--- src/rtl/core/orf_pkg.sv ---
// Shared constants and transaction types for the overwrite ring FIFO.
package orf_pkg;

    localparam int Depth    = 256;
    localparam int PtrW     = $clog2(Depth);
    localparam int DataW    = 8;
    localparam int SizeLogW = 4;

    localparam logic [SizeLogW-1:0] SizeLogMin   = 4'd1;
    localparam logic [SizeLogW-1:0] SizeLogMax   = 4'd8;
    localparam logic [SizeLogW-1:0] SizeLogReset = 4'd8;

    // action codes; the fourth code is a no-op
    localparam logic [1:0] ACT_ENQUEUE = 2'd0;
    localparam logic [1:0] ACT_DEQUEUE = 2'd1;
    localparam logic [1:0] ACT_PEEK    = 2'd2;

    typedef struct packed {
        logic [1:0]       action;
        logic [DataW-1:0] write_data;
        logic [7:0]       peek_offset;
    } cmd_t;

    typedef struct packed {
        logic [DataW-1:0] read_data;
        logic             success;
        logic             dropped_oldest;
        logic [7:0]       item_count;
    } result_t;

endpackage

--- src/rtl/core/overwrite_ring_fifo.sv ---
// Overwrite-oldest byte ring FIFO with a synchronous storage memory.
//
// Command-style byte FIFO. A transaction (enqueue, dequeue or peek) is taken
// at every rising edge where start is high; busy never rises, so one
// transaction per clock is sustained. Each transaction yields exactly one
// result, shown on res for one cycle with done high, in the cycle after it
// was taken; the storage memory has a registered read port and is read
// at the edge the transaction is taken. The receiver cannot stall, so it must
// capture res whenever done is high. The ring holds 2^size_log2 - 1 bytes;
// an enqueue into a full ring drops the oldest byte and reports it.
// Dequeue of an empty ring and a peek at an offset not below the count fail
// with read_data zero. Writing size_log2 (values clamp to 1..8) empties the
// ring; write it only while no transaction is in flight. Reading a storage
// entry is always preceded by its enqueue, so the memory needs no clearing.
module overwrite_ring_fifo (
    input  logic                          clk,
    input  logic                          rst_n,
    input  logic                          start,
    output logic                          busy,
    input  orf_pkg::cmd_t                 cmd,
    output logic                          done,
    output orf_pkg::result_t              res,
    input  logic                          cfg_we,
    input  logic [orf_pkg::SizeLogW-1:0]  cfg_wdata
);
    import orf_pkg::*;

    // storage memory: one write port, one registered read port
    logic [DataW-1:0] mem [Depth];
    logic [DataW-1:0] mem_q;

    logic [SizeLogW-1:0] size_log2_reg;
    logic [PtrW-1:0]     wr_ptr_reg, wr_ptr_next;
    logic [PtrW-1:0]     rd_ptr_reg, rd_ptr_next;

    // result stage
    logic       done_reg;
    logic       use_mem_reg, use_mem_next;
    logic       success_reg, success_next;
    logic       dropped_reg, dropped_next;
    logic [7:0] count_reg;

    logic [SizeLogW-1:0] size_eff;
    logic [PtrW-1:0]     mask;
    logic [PtrW-1:0]     count;
    logic [PtrW-1:0]     count_after;
    logic [PtrW-1:0]     rd_addr;
    logic                accept;
    logic                mem_we;
    logic                mem_re;

    assign accept = start && !busy;
    // memory read latency is fully pipelined, no interlock needed
    assign busy   = 1'b0;

    // clamp size to the supported range
    always_comb
    begin
        if (size_log2_reg < SizeLogMin)
            size_eff = SizeLogMin;
        else if (size_log2_reg > SizeLogMax)
            size_eff = SizeLogMax;
        else
            size_eff = size_log2_reg;
    end

    assign mask  = PtrW'((9'd1 << size_eff) - 9'd1);
    assign count = (wr_ptr_reg - rd_ptr_reg) & mask;

    // per-transaction decode
    always_comb
    begin
        wr_ptr_next  = wr_ptr_reg;
        rd_ptr_next  = rd_ptr_reg;
        use_mem_next = 1'b0;
        success_next = 1'b0;
        dropped_next = 1'b0;
        mem_we       = 1'b0;
        mem_re       = 1'b0;
        rd_addr      = rd_ptr_reg;
        case (cmd.action)
            ACT_ENQUEUE:
            begin
                if (count == mask)
                begin
                    rd_ptr_next  = (rd_ptr_reg + 1'b1) & mask;
                    dropped_next = 1'b1;
                end
                mem_we       = 1'b1;
                wr_ptr_next  = (wr_ptr_reg + 1'b1) & mask;
                success_next = 1'b1;
            end
            ACT_DEQUEUE:
            begin
                if (count != '0)
                begin
                    mem_re       = 1'b1;
                    rd_ptr_next  = (rd_ptr_reg + 1'b1) & mask;
                    use_mem_next = 1'b1;
                    success_next = 1'b1;
                end
            end
            ACT_PEEK:
            begin
                if (PtrW'(cmd.peek_offset) < count)
                begin
                    mem_re       = 1'b1;
                    rd_addr      = (rd_ptr_reg + PtrW'(cmd.peek_offset)) & mask;
                    use_mem_next = 1'b1;
                    success_next = 1'b1;
                end
            end
            default:
            begin
                // unused code: no state change
            end
        endcase
    end

    assign count_after = (wr_ptr_next - rd_ptr_next) & mask;

    // storage memory; a write and a read never target one transaction
    always_ff @(posedge clk)
    begin
        if (accept && mem_we)
            mem[wr_ptr_reg] <= cmd.write_data;
        if (accept && mem_re)
            mem_q <= mem[rd_addr];
    end

    // pointers, configuration and result registers
    always_ff @(posedge clk or negedge rst_n)
    begin
        if (!rst_n)
        begin
            size_log2_reg <= SizeLogReset;
            wr_ptr_reg    <= '0;
            rd_ptr_reg    <= '0;
            done_reg      <= 1'b0;
            use_mem_reg   <= 1'b0;
            success_reg   <= 1'b0;
            dropped_reg   <= 1'b0;
            count_reg     <= '0;
        end
        else
        begin
            done_reg <= accept;
            if (cfg_we)
            begin
                size_log2_reg <= cfg_wdata;
                wr_ptr_reg    <= '0;
                rd_ptr_reg    <= '0;
            end
            else if (accept)
            begin
                wr_ptr_reg <= wr_ptr_next;
                rd_ptr_reg <= rd_ptr_next;
            end
            if (accept)
            begin
                use_mem_reg <= use_mem_next;
                success_reg <= success_next;
                dropped_reg <= dropped_next;
                count_reg   <= 8'(count_after);
            end
        end
    end

    assign done               = done_reg;
    assign res.read_data      = use_mem_reg ? mem_q : '0;
    assign res.success        = success_reg;
    assign res.dropped_oldest = dropped_reg;
    assign res.item_count     = count_reg;

`ifndef ASSERT_OFF
    // a result only follows a taken transaction
    a_done_follows_accept: assert property (@(posedge clk) disable iff (!rst_n)
        done |-> $past(accept))
        else $error("result without a taken transaction");

    // pointers always stay inside the active ring
    a_ptr_in_ring: assert property (@(posedge clk) disable iff (!rst_n)
        ((wr_ptr_reg & ~mask) == '0) && ((rd_ptr_reg & ~mask) == '0))
        else $error("pointer outside active ring");

    // an enqueue into a full ring drops the oldest byte, and count stays full
    a_drop_when_full: assert property (@(posedge clk) disable iff (!rst_n)
        accept && !cfg_we && (cmd.action == ACT_ENQUEUE) && (count == mask)
        |=> done && res.dropped_oldest && (count == mask))
        else $error("full enqueue did not drop oldest");

    // a read result was fetched from memory only on success
    a_mem_only_on_success: assert property (@(posedge clk) disable iff (!rst_n)
        done && use_mem_reg |-> res.success && !res.dropped_oldest)
        else $error("memory data on a failed or enqueue result");

    // enqueue advances the write pointer by one within the ring
    a_enq_advances: assert property (@(posedge clk) disable iff (!rst_n)
        accept && !cfg_we && (cmd.action == ACT_ENQUEUE)
        |=> wr_ptr_reg == (($past(wr_ptr_reg) + 1'b1) & mask))
        else $error("enqueue did not advance write pointer");
`endif

endmodule

--- config.mk ---
export PLATFORM = sky130hd
export DESIGN_NAME = overwrite_ring_fifo
export DESIGN_NICKNAME = d
export VERILOG_FILES = /design/src/rtl/core/orf_pkg.sv /design/src/rtl/core/overwrite_ring_fifo.sv
export SDC_FILE = /design/constraint.sdc
export NUM_CORES = 2
export LEC_CHECK = 0
export BUFFER_PORTS_ARGS = -buffer_cell sky130_fd_sc_hd__buf_2
export CORE_ASPECT_RATIO = 2
export CORE_MARGIN = 5
export CORE_UTILIZATION = 33
export CTS_CLUSTER_SIZE = 28
export DETAILED_ROUTE_END_ITERATION = 7
export SKIP_CTS_REPAIR_TIMING = 1
export SYNTH_ARGS = -nofsm -noshare
export SYNTH_HDL_FRONTEND = slang
export SYNTH_SLANG_ARGS = --single-unit
--- constraint.sdc ---
create_clock -name clk -period 5.8 [get_ports clk]
set_input_delay 0.58 -clock clk [delete_from_list [all_inputs] [get_ports clk]]
set_output_delay 0.58 -clock clk [all_outputs]
set_load 0.005 [all_outputs]
==> metrics.txt <==
Yosys warning total=0; worst-path maximum fanout=51; DR WL/cell=about 27 um; final slew viol count=0; TritonCTS buffer count=between 150 and 200; Syn Inst Count=a little over 6000; GPL Wtd Cong=slightly above 0.9; WP data required=6.45 ns; Biggest register=mem; Final Util=around two fifths; library cells used by synthesis=84; Peak VDD IR=about 220 uV; Clock transition at path regs=0.08 ns; Max-Slew Margin vs Limit=20.0%; failing checks=negative hold slack; r2r startpoint=wr_ptr_reg[1]$_DFFE_PN0P_; number of DRC markers in iteration 0=between 4000 and 5000; cells on worst reg2reg path=21; Worst Hold Class=primary input to flop; largest net degree at the start of global routing=about 130; fin crit period=approximately 5.7 ns; Total Wirelength=approximately 270000 um; # rows=263; GRT Util Overall=19.2%; R2R setup slack=between 0.1 and 0.15 ns; port bufs=44; crit-path max cell delay=0.55 ns; Seq/Total Area, Yosys=73.6%; cell accounting for the most synthesized area=edfxtp_1; Skew-Pair Late Insertion Delay=around 0.83 ns; final hold violation count=1; Multi-input gate area=approximately 0.021 mm2; Levels on crit path=21; IO Count=46; fmax=between 150 and 200 MHz; synthesized area=about 0.085 mm2; Core Footprint=0.257 mm2; DP Wirelength=roughly 180000 um; vias in the first global route=around 55000; Worst setup EP type=flop; Syn-to-layout area delta=16.4%; Mapped Nets=~6000; crit path kind=flop to flop; Post-synth ARST share=about 1.5%; pwr dens=~330 mW/mm2; status=finished, violations left; Fillers=~24000; first-pass GRT wire length=around 380000 um; LEAKAGE=roughly 33 nW; MaxCap Viol Count=0; Buf/Inv on CP=2; count of clock tree sinks=~2100; # setup viols final=0; final hold slack=-0.00558 ns; DRC=0; Slowest-stage cell, CP=a311oi_1; CP top delay family=compound AO/OA/AOI/OAI gates; Worst R2R End=mem_q[7]$_DFFE_PP_; worst hold stages=2; Pre-antenna DRT Iters=6; H-tree depth=4; largest cells by area after synthesis=edfxtp_1 (73%), nand2_1 (5.0%), a211oi_1 (2.2%); most common cell in the netlist=edfxtp_1; flops & latches, synth=approximately 2100; max reg flops=2048; Max clock buf depth=4; die span in x=approximately 370 um; synth cell count leaders=edfxtp_1 (2056), nand2_1 (1142), nor2_1 (317); Die Y=between 700 and 800 um; layout cell share with drive strength beyond 1=15.0%; RSZ-0062 raised after global routing=yes; Setup crit end=mem_q[7]$_DFFE_PP_; Vias=between 50000 and 60000; worst slew pin tran=1.20 ns; TritonCTS clock tree=done; root buffer cell=clkbuf_16; EDFF count, synth=between 2000 and 2500; Post-synth top flop=edfxtp_1; Routed Antenna Nets=0; gr ovfl total=0; crit-path cells=ha_1 > nor2b_1 > o21ai_0 > a21boi_1 > o31a_1 > o22ai_1 > xnor2_1 > nand2b_1 > ha_1 > nand4_1 > a21o_2 > o311a_4 > buf_4 > nand2_8 > buf_4 > a211oi_1 > a311oi_1 > a31oi_1 > o22ai_1 > nor4_1 > nor4_1; CP startpoint=wr_ptr_reg[1]$_DFFE_PN0P_; Initial Util=~33%; data arrival time of the critical path=6.34 ns; Worst Skew=0.0343 ns; type of origin of the critical path=flop; Synth Area per Inst=approximately 14 um2; Vias/cell=approximately 5.5; Final nets=6485; area share of the largest cell type after synthesis=72.6%; die area=around 0.27 mm2; Final period util=between 90% and 100%; FF/Latch Area=0.0625 mm2; initial antenna violation count=8
-- routing by layer --
| metal | wire length [um] | share of wire [%] | GRT usage, % | up-vias |
|---|---|---|---|---|
| met3 | 12400 | 4.6 | 1.79 | 792 |
| met2 | 146000 | 54 | 36.6 | 2070 |
| met1 | 86200 | 32 | 18.9 | 27700 |
| met5 | 0 | 0 | 0 | - |
| li1 | - | - | - | 24000 |
| met4 | 25300 | 9.4 | 14.5 | 0 |
-- power by group --
| part | switching [mW] | internal, mW |
|---|---|---|
| combinational | 2.76 | 1.54 |
| clock | 5.41 | 6.14 |
| sequential | 0.0288 | 16.6 |
-- worst min-delay path by stage --
stage	from	to
after floorplan	rst_n	count_reg[0]$_DFFE_PN0P_
after global placement	success_reg$_DFFE_PN0P_	success_reg$_DFFE_PN0P_
after detailed placement	count_reg[2]$_DFFE_PN0P_	count_reg[2]$_DFFE_PN0P_
after CTS	rst_n	done$_DFF_PN0_
after global routing	cfg_wdata[0]	size_log2_reg[0]$_DFFE_PN0P_
final	cfg_wdata[0]	size_log2_reg[0]$_DFFE_PN0P_
-- worst reg2reg max path, delay by kind of cell (launching register included) --
kind            cells  cell delay [ns]
flops               1             0.45
simple gates        6             0.88
xor+xnor            1             0.13
compound gates     10             2.69
fa+ha+maj           2             0.62
buf+inv             2             0.71
-- area by class of cell --
class	instances	share of cell area, %
inverter	31	0.118
antenna	5	0.0126
timing repair buffer	605	5.93
sequential	2088	63.2
multi-input combinational	3522	21.1
clock inverter	93	0.835
tap	3312	4.19
clock buffer	202	4.55
-- cell usage in the layout, fill, tap and decap left out, drive strengths merged, types with 35 or more instances in the layout --
cell	n
nor4	47
a21oi	176
a211oi	249
nor2	318
nand4	80
a311o	60
o21ai	61
clkbuf	208
buf	596
ha	37
nand2	1147
o22ai	46
and3	248
nand3	295
inv	35
a31oi	100
mux2i	177
edfxtp	2056
clkinv	64
a32oi	161
-- per-stage QoR --
step	cells	TNS (ns)	setup WS, ns	power (mW)	area [um2]
floorplan	6095	0	0.908	19.0	85000
global route	9854	-0.212	-0.0330	33.3	98900
detailed placement	9532	-1.31	-0.330	21.1	92700
global placement	9532	-2.62	-0.474	21.0	92700
finish	9858	0	0.109	32.5	98900
CTS	9827	-1.63	-0.379	32.4	98000
-- cells by family (layout without fill, tap and decap cells) --
group           count (synthesis)  count (layout)  synth area share [%]
other cells                     1               6               0.00441
compound gates               1025            1025                  8.77
buf+inv                       488             931                  2.61
simple gates                 2225            2228                  11.7
xor+xnor                       21              21                 0.216
mux                           207             207                  2.50
flops                        2088            2088                  73.6
fa+ha+maj                      40              40                 0.615
(Power assumes the default switching activity.)
